### src/rtl/ipu_pkg.sv
`timescale 1ns / 1ps
`default_nettype none

package ipu_pkg;

   // Field and register widths.
   localparam int COLOR_W     = 8;
   localparam int PIXEL_W     = 3 * COLOR_W;
   localparam int SCALE_W     = 7;
   localparam int ROW_WIDTH_W = 13;
   localparam int REPEAT_W    = 6;
   localparam int PAD_W       = 2;

   // Largest enlargement factor; larger register values saturate to it.
   localparam logic [SCALE_W-1:0] SCALE_LIMIT = 7'd64;

   // Default line store depth.
   localparam int DEFAULT_MAX_ROW_WIDTH = 4096;

   // Depth of the queue between front and back.
   localparam int QUEUE_DEPTH = 4;
   localparam int QUEUE_PTR_W = $clog2(QUEUE_DEPTH);
   localparam int QUEUE_CNT_W = $clog2(QUEUE_DEPTH + 1);

   // Configuration port.
   localparam int CSR_INDEX_W = 2;
   localparam int CSR_DATA_W  = ROW_WIDTH_W;
   localparam logic [CSR_INDEX_W-1:0] CSR_SCALE     = 2'd0;
   localparam logic [CSR_INDEX_W-1:0] CSR_ROW_WIDTH = 2'd1;

   // One classified item as it travels from front to back.
   typedef struct packed {
      logic [PIXEL_W-1:0] pixel;     // {red, green, blue}
      logic               consumed;
      logic               row_end;
      logic [PAD_W-1:0]   pad;
      logic [SCALE_W-1:0] copies;
   } desc_type;

   // Queue status seen by both sides.
   typedef struct packed {
      logic [QUEUE_CNT_W-1:0] count;
      logic                   empty;
   } queue_status_type;

endpackage

`default_nettype wire

### src/rtl/ipu_back.sv
`timescale 1ns / 1ps
`default_nettype none

module ipu_back (
   input  wire logic                            clock,
   input  wire logic                            reset,
   input  wire ipu_pkg::queue_status_type       queue_status,
   input  wire ipu_pkg::desc_type               pop_desc,
   output logic                                 pop,
   output logic                                 rsp_valid,
   input  wire logic                            rsp_ready,
   output logic [ipu_pkg::PIXEL_W-1:0]          rsp_pixel,
   output logic                                 rsp_last_copy,
   output logic                                 rsp_row_end,
   output logic [ipu_pkg::PAD_W-1:0]            rsp_pad_bytes,
   output logic                                 rsp_pixel_consumed
);

   import ipu_pkg::*;

   logic               valid_ff, valid_in;
   desc_type           desc_ff, desc_in;
   logic [SCALE_W-1:0] remain_ff, remain_in;
   logic               last;
   logic               fire;

   assign last = (remain_ff == SCALE_W'(1));
   assign fire = valid_ff && rsp_ready;

   // Take the next item once the last copy of the current one leaves.
   assign pop = !queue_status.empty && (!valid_ff || (fire && last));

   always_comb begin
      valid_in  = valid_ff;
      desc_in   = desc_ff;
      remain_in = remain_ff;
      if (pop) begin
         valid_in  = 1'b1;
         desc_in   = pop_desc;
         remain_in = pop_desc.copies;
      end else if (fire) begin
         if (last) begin
            valid_in = 1'b0;
         end else begin
            remain_in = remain_ff - SCALE_W'(1);
         end
      end
   end

   always_ff @(posedge clock) begin
      if (reset) begin
         valid_ff  <= 1'b0;
         remain_ff <= '0;
      end else begin
         valid_ff  <= valid_in;
         remain_ff <= remain_in;
      end
      desc_ff <= desc_in;
   end

   // Row end and padding only ride on the final copy.
   assign rsp_valid          = valid_ff;
   assign rsp_pixel          = desc_ff.pixel;
   assign rsp_last_copy      = last;
   assign rsp_row_end        = last && desc_ff.row_end;
   assign rsp_pad_bytes      = (last && desc_ff.row_end) ? desc_ff.pad : '0;
   assign rsp_pixel_consumed = desc_ff.consumed;

endmodule

`default_nettype wire

### config.mk
export PLATFORM = sky130hd
export DESIGN_NAME = ipu_back
export DESIGN_NICKNAME = d
export VERILOG_FILES = /design/src/rtl/ipu_pkg.sv /design/src/rtl/ipu_back.sv
export SDC_FILE = /design/constraint.sdc
export NUM_CORES = 1
export LEC_CHECK = 0
export BUFFER_PORTS_ARGS = -buffer_cell sky130_fd_sc_hd__buf_4
export CAP_MARGIN = 20
export CORE_ASPECT_RATIO = 1.25
export CORE_MARGIN = 2
export CORE_UTILIZATION = 35
export CTS_CLUSTER_SIZE = 12
export DETAILED_ROUTE_END_ITERATION = 8
export GPL_ROUTABILITY_DRIVEN = 0
export HOLD_SLACK_MARGIN = 0.12
export PLACE_DENSITY = 0.68
export SLEW_MARGIN = 10
export SYNTH_ARGS = -nofsm -noshare
export SYNTH_HDL_FRONTEND = slang
export SYNTH_SLANG_ARGS = --single-unit
### constraint.sdc
create_clock -name clock -period 2.3 [get_ports clock]
set_clock_uncertainty 0.2 [all_clocks]
set_input_delay 0.23 -clock clock [delete_from_list [all_inputs] [get_ports clock]]
set_output_delay 0.23 -clock clock [all_outputs]
set_load 0.02 [all_outputs]
**Word-level counts from Yosys, hierarchy flattened**

Index checks and enable logic that the tools add are counted.
Widths: inputs -> output; s select.

- Add/sub/neg operators: 1
- Reductions and logical operators: 11
- Multiplexer cells: 7
- Equal/unequal tests: 2

Operator list:

| operator | number |
|---|---|
| $mux 7 | 3 |
| $eq 7x1->1 const B | 1 |
| $sub 7x1->7 const B | 1 |
| $logic_and 1x1->1 | 4 |
| $reduce_and 2->1 | 2 |
| $reduce_bool 2->1 | 2 |
| $mux 1 | 3 |
| $logic_not 1->1 | 2 |
| $mux 2 | 1 |
| $ne 2x2->1 const B | 1 |
| $logic_or 1x1->1 | 1 |

- Input bits: 42
- Logic and storage cells: 27
- Register bits: 36
- Output and inout bits: 31

**Depth between registers and ports, before layout**

- Word-level depth: 6
- Gate-level depth with buffers: 7
- Mapped depth without buffers: 7

**Least setup slack after synthesis**

Ideal clock, no wire load.

- Path kind: register -> register
- Start: reg remain_ff[0]
- End: reg desc_ff[7] (netlist bit), enable pin
- Required time: 1,724 ps
- Setup slack: 212 ps
- Arrival: 1,513 ps
- Buffers on the path: 0
- Setup time: 376 ps
- Period minus slack after synthesis: 2,088 ps
- Cell stages (with the launch flop): 5
- Path through: dfxtp_1 -> ha_1 -> nor4b_4 -> a41oi_2 -> inv_2

- Word-level cells in the longest chain between the ends: 4

Ends and longest elaborated chain:

| what | RTL line | RTL |
|---|---|---|
| start, declared | ipu_back.sv:23 | `logic [SCALE_W-1:0] remain_ff, remain_in;` |
| start signal, assigned | ipu_back.sv:56 | `remain_ff <= remain_in;` |
| $eq 7x1->1 | ipu_back.sv:27 | `assign last = (remain_ff == SCALE_W'(1));` |
| $logic_and 1x1->1 | ipu_back.sv:31 | `assign pop = !queue_status.empty && (!valid_ff \|\| (fire && last));` |
| $logic_or 1x1->1 | ipu_back.sv:31 |  |
| $logic_and 1x1->1 | ipu_back.sv:31 |  |
| net pop | ipu_back.sv:9 | `output logic pop,` |
| end signal, assigned | ipu_back.sv:58 | `desc_ff <= desc_in;` |
| end, declared | ipu_back.sv:22 | `desc_type desc_ff, desc_in;` |

The timed path passes the listed nets, and every way through them passes these cells.
A chain may end at the register's enable or synchronous reset.

**Worst setup path after layout**

- Start: reg remain_ff[0]
- End: reg valid_ff (netlist: rsp_valid)

- Word-level cells in the longest chain between the ends: 6
- Elaborated cells on any way between the ends: 8
- Those cells by class: eq/ne: 1; mux: 1; reduce/logical: 6

Ends and longest elaborated chain:

| what | RTL line | RTL |
|---|---|---|
| $eq 7x1->1 * | ipu_back.sv:27 |  |
| $logic_and 1x1->1 | ipu_back.sv:31 |  |
| $logic_or 1x1->1 | ipu_back.sv:31 |  |
| $logic_and 1x1->1 | ipu_back.sv:31 |  |
| $reduce_bool 2->1 (no source line) | n/a |  |
| $reduce_and 2->1 (no source line) | n/a |  |
| end signal, assigned | ipu_back.sv:55 | `valid_ff <= valid_in;` |
| end, declared | ipu_back.sv:21 | `logic valid_ff, valid_in;` |

Mark *: on every way between the ends. The rest lies on a longest branch, timed or not.

==> impl_results.md <==
* Met1 usage at 14.0%
* DR DRC count at 0
* WHS Path Cells at 4
* Outcome: finished, final reports clean
* Final Hold Fails at 0
* Clk sink count at 36
* Critical path buffers and inverters at 2
* H-tree depth at 2
* Slowest CP cell: dlygate4sd3_1
* Post-synthesis area per instance at 13.1 um^2
* Worst Path Required at 2.27 ns
* Min-delay src: rsp_ready
* Vias in the first global route at 1,269
* First-pass GRT wire length at 5560 um
* # placed instances at 224
* Die Wd at 63.9 um
* RR Startpoint: remain_ff[0]
* CP Launch Type: flop
* Nets at 258
* Post-synth EDFFs at 28
* R2r worst-path depth at 7
* Critical path type: flop to flop
* DRT antenna net count at 0
* Worst-Margin Slew at 0.466 ns
* Register area share after synthesis at 63.7%
* Slew Viols, Final at 0
* Drt initial violations at 32
* Max FO, Critical Path at 5
* Mapped cell area at 0.00157 mm^2
* Final WL at 3490 um
* Max Cap Viol at 0
* Fmax at 0.454 GHz
* Layout area overhead at 60.3%
* Ys flop type: edfxtp_1
* DIE AREA at 0.00504 mm^2
* # resized after CTS at 0
* Initial Util at 36.0%
* I/O pins at 73
* PnR worst setup slack at 0.0949 ns
* Relative slew slack at 68.8%
* Non-Filler Cell Area, Final at 0.00252 mm^2
* Synth cell types at 34
* CTS tree: yes
* Peak VDD IR at 0.376 mV
* Crit path DAT at 2.17 ns
* Routing usage on met2 at 28.3%
* Clock root buffer: clkbuf_8
* Syn_nets at 164
* Ant. Diodes at 0
* Critical-path cell list: ha_1 -> nor4b_4 -> buf_4 -> nand3_1 -> nand2_1 -> a21oi_1 -> dlygate4sd3_1
* Setup violation total in the final timing report at 0
* Hold Path Class: primary input to flop
* P per Cell Area at 654 mW/mm^2
* Wirelength per Cell at 12.8 um
* PortBufs at 69
* Min cycle time layout at 2.21 ns
* Core Util, Final at 57.8%
* Delay-heaviest family, CP: buffers and inverters
* Clk slew on worst S/H paths at 0.07 ns
* Pre-CTS setup slack at 0.250 ns
* Clk_lat worst skew at 0.28 ns
* Total Routing Usage GR at 14.3%
* Synthesized flop and latch total at 36
* Commonest non-fill, non-tap cell in the layout: buf_4
* Setup crit end kind: flop
* Syn Inst Count at 120
* Via density at 4.54
* Via count at 1,240
* Dpl hpwl at 2300 um
* Most frequent cells in the layout: buf_4 (73), dlygate4sd3_1 (38), edfxtp_1 (28)
* FFs w/ async S/R, synth at 0%
* Core region area at 0.00436 mm^2
* Grt ovf at 0
* Period utilisation layout at 95.9%
* YS warnings at 0
* Inserted Clock Buffers at 5
* FP Rows at 27
* CP Depth at 7
* Initial antenna violation count at 0
* Layout Cells excl Fill at 273
* Chip height at 78.9 um
* Critical path launch point: remain_ff[0]
* Max Root-Sink Buffers at 2
* Detailed Routing Iterations Pass 1 at 4
* Layout cell share with drive strength beyond 1 at 41.4%
* Slowest stage delay, CP at 0.54 ns
* Pleak at 0.00106 uW
* GRT Max-Usage Layer: met2
* Area of placed instances at 0.00200 mm^2
* Met3 Usage GRT at 3.82%
* Largest net degree at the start of global routing at 23
per-layer routing:
| layer | up-vias | routed length, um |
|---|---|---|
| met5 | - | 0 |
| met4 | 0 | 48 |
| met3 | 7 | 225 |
| met2 | 62 | 1900 |
| met1 | 570 | 1320 |
| li1 | 601 | - |
per-stage QoR:
step | setup TNS (ns) | hold slack, ns | power (uW)
finish | 0 | 0.185 | 1650
global route | -0.0455 | 0.206 | 1720
CTS | 0 | 0.174 | 1660
detailed placement | 0 | 0.209 | 1070
global placement | 0 | 0.208 | 1060
floorplan | 0 | 0.0991 | 962
power breakdown:
group	switching (uW)	leakage [uW]	internal, uW
registers	29.7	0.000333	755
clock network	213	0.0000541	320
logic	151	0.000676	178
final cells by class:
class                   instances  area, um^2
fillers                       359        1840
flip-flops and latches         36        1000
repair buffers                112         948
multi-input cells              53         362
well taps                      58        72.6
clock buffers                   5        68.8
clock inverters                 3        42.5
inverters                       6        22.5
flip-flops by register name, indices dropped and copies added, names as in the netlist:
signal	cells
rsp_pixel	24
rsp_pixel_consumed	1
desc_ff	3
remain_ff	7
rsp_valid	1
Yosys cell counts, drive strengths merged, types with 2 or more instances:
master  count  area share (%)
dfxtp       8              10
buf        25              12
ha          2             1.6
a31oi       3             1.2
edfxtp     28              54
a21oi       6             1.9
nor2        6             1.4
o21ai       3            0.96
nand2b      3             1.2
nand2       6             1.4
nand3       3            0.96
and2        2            0.80
nor3        2            0.96
inv         6             1.4
cells by family (layout without fill, tap and decap cells):
| kind of cell | Yosys count | count (layout) | synth area share (%) |
|---|---|---|---|
| flip-flops | 36 | 36 | 63.7 |
| buffers and inverters | 31 | 126 | 13.2 |
| AND/OR/NAND/NOR | 28 | 28 | 10.6 |
| AO/OA/AOI/OAI | 20 | 20 | 9.08 |
| adder cells (fa/ha/maj) | 2 | 2 | 1.59 |
| XOR/XNOR | 2 | 2 | 1.12 |
| multiplexers | 1 | 1 | 0.637 |
worst paths after layout:
kind	end	slack [ns]
hold reg to reg	remain_ff[4]	0.37
setup / recovery	rsp_valid	0.09
hold / removal	remain_ff[4]	0.18
setup reg to reg	rsp_valid	0.09
what timing repair did:
action                                  4_1_cts  5_1_grt
endpoints found under the setup margin        0        3
hold buffers                                 38        0
endpoints found under the hold margin        36        0
buffers inserted                              0        3
worst min-delay path, cell delays in order:
cell	delay, ns
buf_4	0.12
nand4_1	0.09
nand3_1	0.09
o22ai_1	0.07
(Power assumes the default switching activity.)
