===== src/rtl/ipu_pkg.sv =====
`timescale 1ns / 1ps
`default_nettype none

package ipu_pkg;

   // Field and register widths.
   localparam int COLOR_W     = 8;
   localparam int PIXEL_W     = 3 * COLOR_W;
   localparam int SCALE_W     = 7;
   localparam int ROW_WIDTH_W = 13;
   localparam int REPEAT_W    = 6;
   localparam int PAD_W       = 2;

   // Largest enlargement factor; larger register values saturate to it.
   localparam logic [SCALE_W-1:0] SCALE_LIMIT = 7'd64;

   // Default line store depth.
   localparam int DEFAULT_MAX_ROW_WIDTH = 4096;

   // Depth of the queue between front and back.
   localparam int QUEUE_DEPTH = 4;
   localparam int QUEUE_PTR_W = $clog2(QUEUE_DEPTH);
   localparam int QUEUE_CNT_W = $clog2(QUEUE_DEPTH + 1);

   // Configuration port.
   localparam int CSR_INDEX_W = 2;
   localparam int CSR_DATA_W  = ROW_WIDTH_W;
   localparam logic [CSR_INDEX_W-1:0] CSR_SCALE     = 2'd0;
   localparam logic [CSR_INDEX_W-1:0] CSR_ROW_WIDTH = 2'd1;

   // One classified item as it travels from front to back.
   typedef struct packed {
      logic [PIXEL_W-1:0] pixel;     // {red, green, blue}
      logic               consumed;
      logic               row_end;
      logic [PAD_W-1:0]   pad;
      logic [SCALE_W-1:0] copies;
   } desc_type;

   // Queue status seen by both sides.
   typedef struct packed {
      logic [QUEUE_CNT_W-1:0] count;
      logic                   empty;
   } queue_status_type;

endpackage

`default_nettype wire


===== src/rtl/ipu_queue.sv =====
`timescale 1ns / 1ps
`default_nettype none

module ipu_queue (
   input  wire logic              clock,
   input  wire logic              reset,
   input  wire logic              push,
   input  wire ipu_pkg::desc_type push_desc,
   input  wire logic              pop,
   output ipu_pkg::desc_type      pop_desc,
   output ipu_pkg::queue_status_type status
);

   import ipu_pkg::*;

   desc_type               entry_ff [QUEUE_DEPTH];
   logic [QUEUE_PTR_W-1:0] wr_ptr_ff, wr_ptr_in;
   logic [QUEUE_PTR_W-1:0] rd_ptr_ff, rd_ptr_in;
   logic [QUEUE_CNT_W-1:0] count_ff, count_in;

   // Pointers wrap at the queue depth.
   always_comb begin
      wr_ptr_in = wr_ptr_ff;
      rd_ptr_in = rd_ptr_ff;
      count_in  = count_ff;
      if (push) begin
         wr_ptr_in = (wr_ptr_ff == QUEUE_PTR_W'(QUEUE_DEPTH - 1)) ? '0
                   : wr_ptr_ff + QUEUE_PTR_W'(1);
      end
      if (pop) begin
         rd_ptr_in = (rd_ptr_ff == QUEUE_PTR_W'(QUEUE_DEPTH - 1)) ? '0
                   : rd_ptr_ff + QUEUE_PTR_W'(1);
      end
      if (push && !pop) begin
         count_in = count_ff + QUEUE_CNT_W'(1);
      end else if (pop && !push) begin
         count_in = count_ff - QUEUE_CNT_W'(1);
      end
   end

   always_ff @(posedge clock) begin
      if (reset) begin
         wr_ptr_ff <= '0;
         rd_ptr_ff <= '0;
         count_ff  <= '0;
      end else begin
         wr_ptr_ff <= wr_ptr_in;
         rd_ptr_ff <= rd_ptr_in;
         count_ff  <= count_in;
      end
      if (push) begin
         entry_ff[wr_ptr_ff] <= push_desc;
      end
   end

   assign pop_desc     = entry_ff[rd_ptr_ff];
   assign status.count = count_ff;
   assign status.empty = (count_ff == '0);

endmodule

`default_nettype wire


===== config.mk =====
export PLATFORM = sky130hd
export DESIGN_NAME = ipu_queue
export DESIGN_NICKNAME = d
export VERILOG_FILES = /design/src/rtl/ipu_pkg.sv /design/src/rtl/ipu_queue.sv
export SDC_FILE = /design/constraint.sdc
export NUM_CORES = 1
export LEC_CHECK = 0
export BUFFER_PORTS_ARGS = -buffer_cell sky130_fd_sc_hd__buf_4
export CAP_MARGIN = 20
export CORE_MARGIN = 2
export CORE_UTILIZATION = 51
export DETAILED_ROUTE_END_ITERATION = 7
export GPL_TIMING_DRIVEN = 0
export PLACE_DENSITY = 0.84
export SLEW_MARGIN = 20
export SYNTH_ARGS = -nofsm -noshare
export SYNTH_HDL_FRONTEND = slang
export SYNTH_SLANG_ARGS = --single-unit

===== constraint.sdc =====
create_clock -name clock -period 1.75 [get_ports clock]
set_input_delay 0.0875 -clock clock [delete_from_list [all_inputs] [get_ports clock]]
set_output_delay 0.0875 -clock clock [all_outputs]
set_load 0.02 [all_outputs]

==> After elaboration in Yosys (flattened, before gate mapping) <==
Memory sizes are Yosys's and may differ from the RTL's. A register that Yosys moved wholly into a read port is not among the register bits.
Index checks and enable logic that the tools add are counted.
{ "op_classes": {"n_eq_ne": 2, "n_mux": 8, "n_addsub": 4, "reduce_logical": 6} }
{ "ops": {"columns": ["cell", "count"], "rows": [
  ["2-bit two-way mux", 4],
  ["3-bit two-way mux", 2],
  ["2-bit by 1-bit adder with 2-bit output, second input constant", 2],
  ["2-bit == test, second input constant", 2],
  ["3-bit by 1-bit adder with 3-bit output, second input constant", 1],
  ["3-bit logical NOT", 1],
  ["3-bit by 1-bit subtractor with 3-bit output, second input constant", 1],
  ["1-bit logical AND", 2],
  ["1-bit logical NOT", 2],
  ["1-bit two-way mux", 2],
  ["2-bit nonzero test", 1]
]} }
{ "word_totals": {"reg_bits": 7, "elab_cells": 24, "mem_count": 1, "ram_bits": 140} }
{ "memory_table": {"columns": ["memory", "words", "word_bits", "rd", "rd_clocked_by_memory_dff", "write_ports", "line_no", "rtl"], "rows": [
  ["entry_ff", 4, 35, 1, 1, 1, "ipu_queue.sv:16", "desc_type entry_ff [QUEUE_DEPTH];"]
]} }

==> Logic depth before layout (Yosys ltp) <==
Gate-level depths: netlist of the first run.
{ "logic_depth": {"word_depth": 4, "ltp_mapped": 7, "depth_no_buf": 7} }

==> Worst setup path before layout of the first run <==
Ideal clock, no wire load.
{ "synth_path": {"path_type": "register to register", "start": "reg wr_ptr_ff[0]", "end": "mem entry_ff[3][0] (netlist name), enable pin", "setup_time_ns": 0.395, "required_time_ns": 1.355, "path_stages_with_launch": 3, "setup_slack_ns": -0.053, "arrival_time_ns": 1.407, "path_cell_list": "dfxtp_1 -> ha_1 -> and2_1"} }
{ "synth_rtl": {"columns": ["item", "line_no", "rtl"], "rows": [
  ["start: declaration", "ipu_queue.sv:17", "logic [QUEUE_PTR_W-1:0] wr_ptr_ff, wr_ptr_in;"],
  ["start signal: assignment", "ipu_queue.sv:47", "wr_ptr_ff <= wr_ptr_in;"],
  ["end: declaration", "ipu_queue.sv:16", null]
]} }
Straight into the memory's write port.

==> impl_metrics.json, run 1 <==
{
  "finalWorstSetupSlack_ns": -0.168,
  "cts_tree": "yes",
  "slew_headroom_pct": 62.4,
  "clock-root-buffer": "clkbuf_8",
  "avgSynthCellArea_um2": 24.5,
  "cts.sinks": 149,
  "cp-end-kind": "output port",
  "grt_pass1_wl_um": 15000,
  "final_core_util_pct": 69.3,
  "design.die.area_um2": 11700,
  "clock_path_buffers": 2,
  "dp_slack_ns": -0.0685,
  "die_width_um": 108,
  "netlist-cell-type-count": 20,
  "final-max-slew-violation-count": 0,
  "core_um2": 10700,
  "worstPathMaxFanout": 10,
  "dr_total_vias": 2689,
  "syn_nets": 272,
  "htree_levels": 4,
  "failed_checks": "setup timing",
  "finalHoldViolations": 0,
  "crit_arrival_ns": 1.83,
  "period_needed_ns": 1.92,
  "grt.overflow.total": 0,
  "ys_warn_count": 0,
  "finalSetupViolCount": 35,
  "cpPeakStageDelay_ns": 0.53,
  "first_pass_iters": 4,
  "path_clk_slew_ns": 0.06,
  "antenna_found_initial": 0,
  "dp_hpwl_um": 5250,
  "critPathBufInv": 3,
  "syn_to_final_growth_pct": 34.0,
  "worst_path_max_delay_cell": "mux4_2",
  "ios": 78,
  "final_common_cell": "edfxtp_1",
  "n_antenna_cell": 0,
  "multi_input_area_um2": 1040,
  "place_area_um2": 6290,
  "status": "finished, violations left",
  "start_util_pct": 51.7,
  "final_cell_mix": "edfxtp_1, buf_4, dlygate4sd3_1",
  "power_leakage_uw": 0.00261,
  "dieHeight_um": 108,
  "path_cells": "buf_12 -> buf_12 -> mux4_2 -> buf_6",
  "track_usage_pct": 18.0,
  "critPathLaunchType": "register",
  "final_nets": 410,
  "clock_skew_ns": 0.00623,
  "wirelength_um": 9610,
  "syn_inst": 226,
  "fillers": 678,
  "ir_drop_v": 0.000748,
  "power.density_nw_per_um2": 1170,
  "drv_cap": 0,
  "worstPathRequired_ns": 1.66,
  "remaining_drc_errors": 0,
  "drive_gt1_share_pct": 41.8,
  "grt_max_degree": 36,
  "worstMarginPinSlew_ns": 0.564,
  "wl_per_cell_um": 18.7,
  "worstSetupPathType": "register to output port",
  "cts_buffers": 17,
  "via_per_inst": 5.24,
  "dp_cells": 443,
  "seq_area_frac_synth_pct": 79.2,
  "fp-row-count": 38,
  "clock.fmax_ghz": 0.521,
  "drtIter0Drc": 135,
  "place.port_buffers": 77,
  "clk_latency_ns": 0.51,
  "cpMostUsedCell": "buf_12",
  "rsz0062_at_grt": "yes",
  "syn_area_um2": 5540,
  "cp_top_family": "multiplexers",
  "final_area_um2": 7420,
  "grt_pass1_vias": 2867,
  "synth.ff_latch_count": 149,
  "min_period_over_period_pct": 110,
  "hold_class": "input pin to register",
  "fin_cells": 513,
  "ant_nets": 0,
  "gp_congestion": 0.733,
  "register_area_um2": 4390
}
[area by class of cell]
type,count,share of cell area (%)
flip-flops and latches,149,59.1
inverters,4,0.202
clock inverters,10,1.84
repair buffers,119,15.4
multi-input cells,65,14.0
plain buffers,8,1.50
clock buffers,18,5.63
well taps,140,2.36
[power breakdown]
group          switching (uW)  internal [uW]
Clock                    1300           2130
Sequential               54.0           4080
Combinational             516            575
Total                    1870           6780
[Yosys cell counts (all sizes together)]
library cell	instances	area, um^2
a21oi	2	10.0
and2	4	25.0
buf	7	86.3
clkbuf	1	5.00
dfxtp	9	180
edfxtp	140	4200
fa	1	20.0
ha	6	75.1
inv	4	15.0
mux2i	4	40.0
mux4	35	807
nor2	7	26.3
nor3	1	5.00
nor3b	1	7.51
o21ai	1	5.00
or3	1	6.26
xor2	2	17.5
[sequential cells by signal (all words and copies together), names as in the netlist, named ones only]
name / count
count_ff: 3
entry_ff: 140
rd_ptr_ff: 2
wr_ptr_ff: 2
[final timing paths]
path	from	slack, ns	endpoint	depth (start not counted)
worst min register to register	count_ff[2]	0.52	count_ff[2]	2
worst min-delay path	push_desc[23]	0.32	entry_ff[3][23]	2
worst max register to register	wr_ptr_ff[0]	0.25	entry_ff[3][2]	2
worst max-delay path	register	-0.17	pop_desc[16]	4
[worst reg2reg max path: cells and delay by family (launching register included)]
family / cells / cell delay [ns]
and+or+nand+nor: 1 / 0.52
DFF: 1 / 0.40
adders and majority gates: 1 / 0.20
[what timing repair did]
action	4_1_cts	5_1_grt
hold endpoints to repair	149	0
buffers inserted	3	0
hold buffers	38	0
gates resized for setup	52	0
setup endpoints to repair	175	35
cloned	1	0
[metrics by stage]
step | power [uW] | hold WS [ns] | TNS (ns)
after floorplan | 4720 | 0.157 | 0
after global placement | 5090 | 0.286 | -0.356
after detailed placement | 5120 | 0.290 | -4.09
after CTS | 8700 | 0.290 | -6.15
after global routing | 8930 | 0.295 | -6.94
final | 8650 | 0.318 | -4.59
[logic make-up (layout without fill, tap and decap cells)]
logic type                 after synthesis  count (layout)  synth area share, %
and+or+nand+nor                         14              14                 1.27
muxes                                   39              39                 15.3
xor gates and xnor gates                 2               2                0.317
AOI/OAI and AO/OA                        3               3                0.271
adders and majority gates                7               7                 1.72
DFF                                    149             149                 79.2
buffers and inverters                   12             159                 1.92
[routing by layer]
metal | part of all wire, % | global-route usage (%) | vias to the layer above
met4 | 1.0 | 6.32 | 0
met3 | 4.0 | 5.12 | 11
li1 | - | - | 1214
met5 | 0 | 0 | -
met2 | 54 | 30.8 | 75
met1 | 41 | 22.1 | 1389
No activity file was read; power rests on OpenSTA's default activity.
==> run 2: changes to the inputs <==
--- a/config.mk
+++ b/config.mk
@@ -12,6 +12,7 @@
 export DETAILED_ROUTE_END_ITERATION = 7
 export GPL_TIMING_DRIVEN = 0
 export PLACE_DENSITY = 0.84
+export SKIP_CTS_REPAIR_TIMING = 1
 export SLEW_MARGIN = 20
 export SYNTH_ARGS = -nofsm -noshare
 export SYNTH_HDL_FRONTEND = slang
==> run 2 against run 1 <==
Compared with the run above: the flow still finishes with violations (setup timing); worst hold slack worse by 0.00088 ns; wire length up 3.7%; clock power about the same; setup slack worse by 0.040 ns; register-to-register slack about the same; clock skew about the same; maximum frequency down 2.1%; critical endpoint is now pop_desc[4]; cell count up 0.58%; count of clock-buffer cells in the layout unchanged; power up 0.40%; sequential cell count unchanged; critical path depth unchanged.
==> impl_metrics.json, run 2 (same netlist as run 1, synthesis figures left out) <==
{
  "status": "finished, violations left",
  "failed_checks": "setup timing",
  "grt_max_degree": 36,
  "period_needed_ns": 1.96,
  "reg_top3": "entry_ff (140), count_ff (3)",
  "worstSetupPathType": "register to output port",
  "p_comb_share_pct": 12.8,
  "path_clk_slew_ns": 0.06,
  "drive_gt1_share_pct": 41.8,
  "finalSetupViolCount": 35,
  "antenna_found_initial": 0,
  "cp_top_family": "multiplexers",
  "grt_pass1_wl_um": 13800,
  "cts_tree": "yes",
  "p_clk_share_pct": 39.6,
  "final_area_um2": 7500,
  "p_int_uw": 6800,
  "crit_arrival_ns": 1.87,
  "syn_to_final_growth_pct": 35.6,
  "path_cells": "clkbuf_16 -> clkbuf_16 -> mux4_2 -> buf_6",
  "first_pass_iters": 4,
  "die_width_um": 108,
  "critPathBufInv": 3,
  "dieHeight_um": 108,
  "drv_cap": 0,
  "critPathLaunchType": "register",
  "multi_input_area_um2": 1040,
  "fp-row-count": 38,
  "clock.fmax_ghz": 0.511,
  "ant_nets": 0,
  "dp_hpwl_um": 5250,
  "power_leakage_uw": 0.00266,
  "cp-end-kind": "output port",
  "grt.overflow.total": 0,
  "max_flop_register": "entry_ff",
  "largest_register_ffs": 140,
  "min_period_over_period_pct": 112,
  "clock_path_buffers": 2,
  "start_util_pct": 51.7,
  "wl_per_cell_um": 19.3,
  "n_antenna_cell": 0,
  "core_um2": 10700,
  "cts_buffers": 17,
  "cts.sinks": 149,
  "design.die.area_um2": 11700,
  "via_per_inst": 5.32,
  "cpMostUsedCell": "clkbuf_16",
  "hold_class": "input pin to register",
  "final_core_util_pct": 70.2,
  "ir_drop_v": 0.000752,
  "drtIter0Drc": 128,
  "switching_share_pct": 21.7,
  "power.density_nw_per_um2": 1160,
  "worstPathRequired_ns": 1.66,
  "worst_path_max_delay_cell": "mux4_2",
  "final_cell_mix": "edfxtp_1, buf_4, dlygate4sd3_1",
  "clock-root-buffer": "clkbuf_8",
  "switchingPower_uw": 1880,
  "place.port_buffers": 77,
  "cpPeakStageDelay_ns": 0.52,
  "clock_skew_ns": 0.00597,
  "fillers": 662,
  "final_common_cell": "edfxtp_1",
  "remaining_drc_errors": 0,
  "dp_slack_ns": -0.0685,
  "place_area_um2": 6290,
  "register_area_um2": 4390,
  "finalWorstSetupSlack_ns": -0.208,
  "track_usage_pct": 16.7,
  "gp_congestion": 0.733,
  "final-max-slew-violation-count": 0,
  "worstMarginPinSlew_ns": 0.566,
  "slew_headroom_pct": 62.3,
  "dr_total_vias": 2746,
  "finalHoldViolations": 0,
  "wirelength_um": 9960,
  "p_seq_share_pct": 47.6,
  "ios": 78,
  "htree_levels": 4,
  "clk_latency_ns": 0.51,
  "grt_pass1_vias": 2602,
  "worstPathMaxFanout": 5,
  "final_nets": 413,
  "rsz0062_at_grt": "yes"
}
-- run 2: cell count changes in the layout (fill, tap and decap cells not counted), sizes merged --
cell and delta:
buf -1, clkbuf +4
-- run 2: area by class of cell --
class / count / area share, %
flip-flops and latches: 149 / 58.5
repair buffers: 122 / 16.3
multi-input cells: 65 / 13.9
clock buffers: 18 / 5.57
well taps: 140 / 2.33
clock inverters: 10 / 1.82
plain buffers: 8 / 1.43
inverters: 4 / 0.200
-- run 2: layer usage --
metal / global-route usage, % / up-vias / share of wire [%]
met5: 0 / - / 0
met4: 6.32 / 0 / 1.4
met2: 27.5 / 86 / 52
met3: 5.49 / 13 / 4.5
li1: - / 1225 / -
met1: 20.6 / 1422 / 42
-- run 2: per-stage QoR --
step	hold WS (ns)	cells	power, uW	TNS [ns]
final	0.317	516	8690	-5.57
after detailed placement	0.290	443	5120	-4.09
after CTS	-0.255	471	8510	-15.27
after global routing	0.298	516	8950	-7.56
after floorplan	0.157	226	4720	0
after global placement	0.286	443	5090	-0.356
-- run 2: final timing paths --
check / cells past startpoint / start / slack, ns / to
max reg2reg: 2 / wr_ptr_ff[0] / 0.25 / entry_ff[3][2]
min reg2reg: 2 / count_ff[2] / 0.52 / count_ff[2]
max: 4 / register / -0.21 / pop_desc[4]
min: 2 / push_desc[0] / 0.32 / entry_ff[2][0]
-- run 2: power by group through the flow --
stage	Combinational, uW	Clock (uW)	Sequential [uW]
2_1_floorplan	517	0	4200
3_3_place_gp	892	0	4190
3_5_place_dp	912	0	4210
4_1_cts	915	3470	4130
5_1_grt	1190	3620	4150
6_report	1110	3440	4130
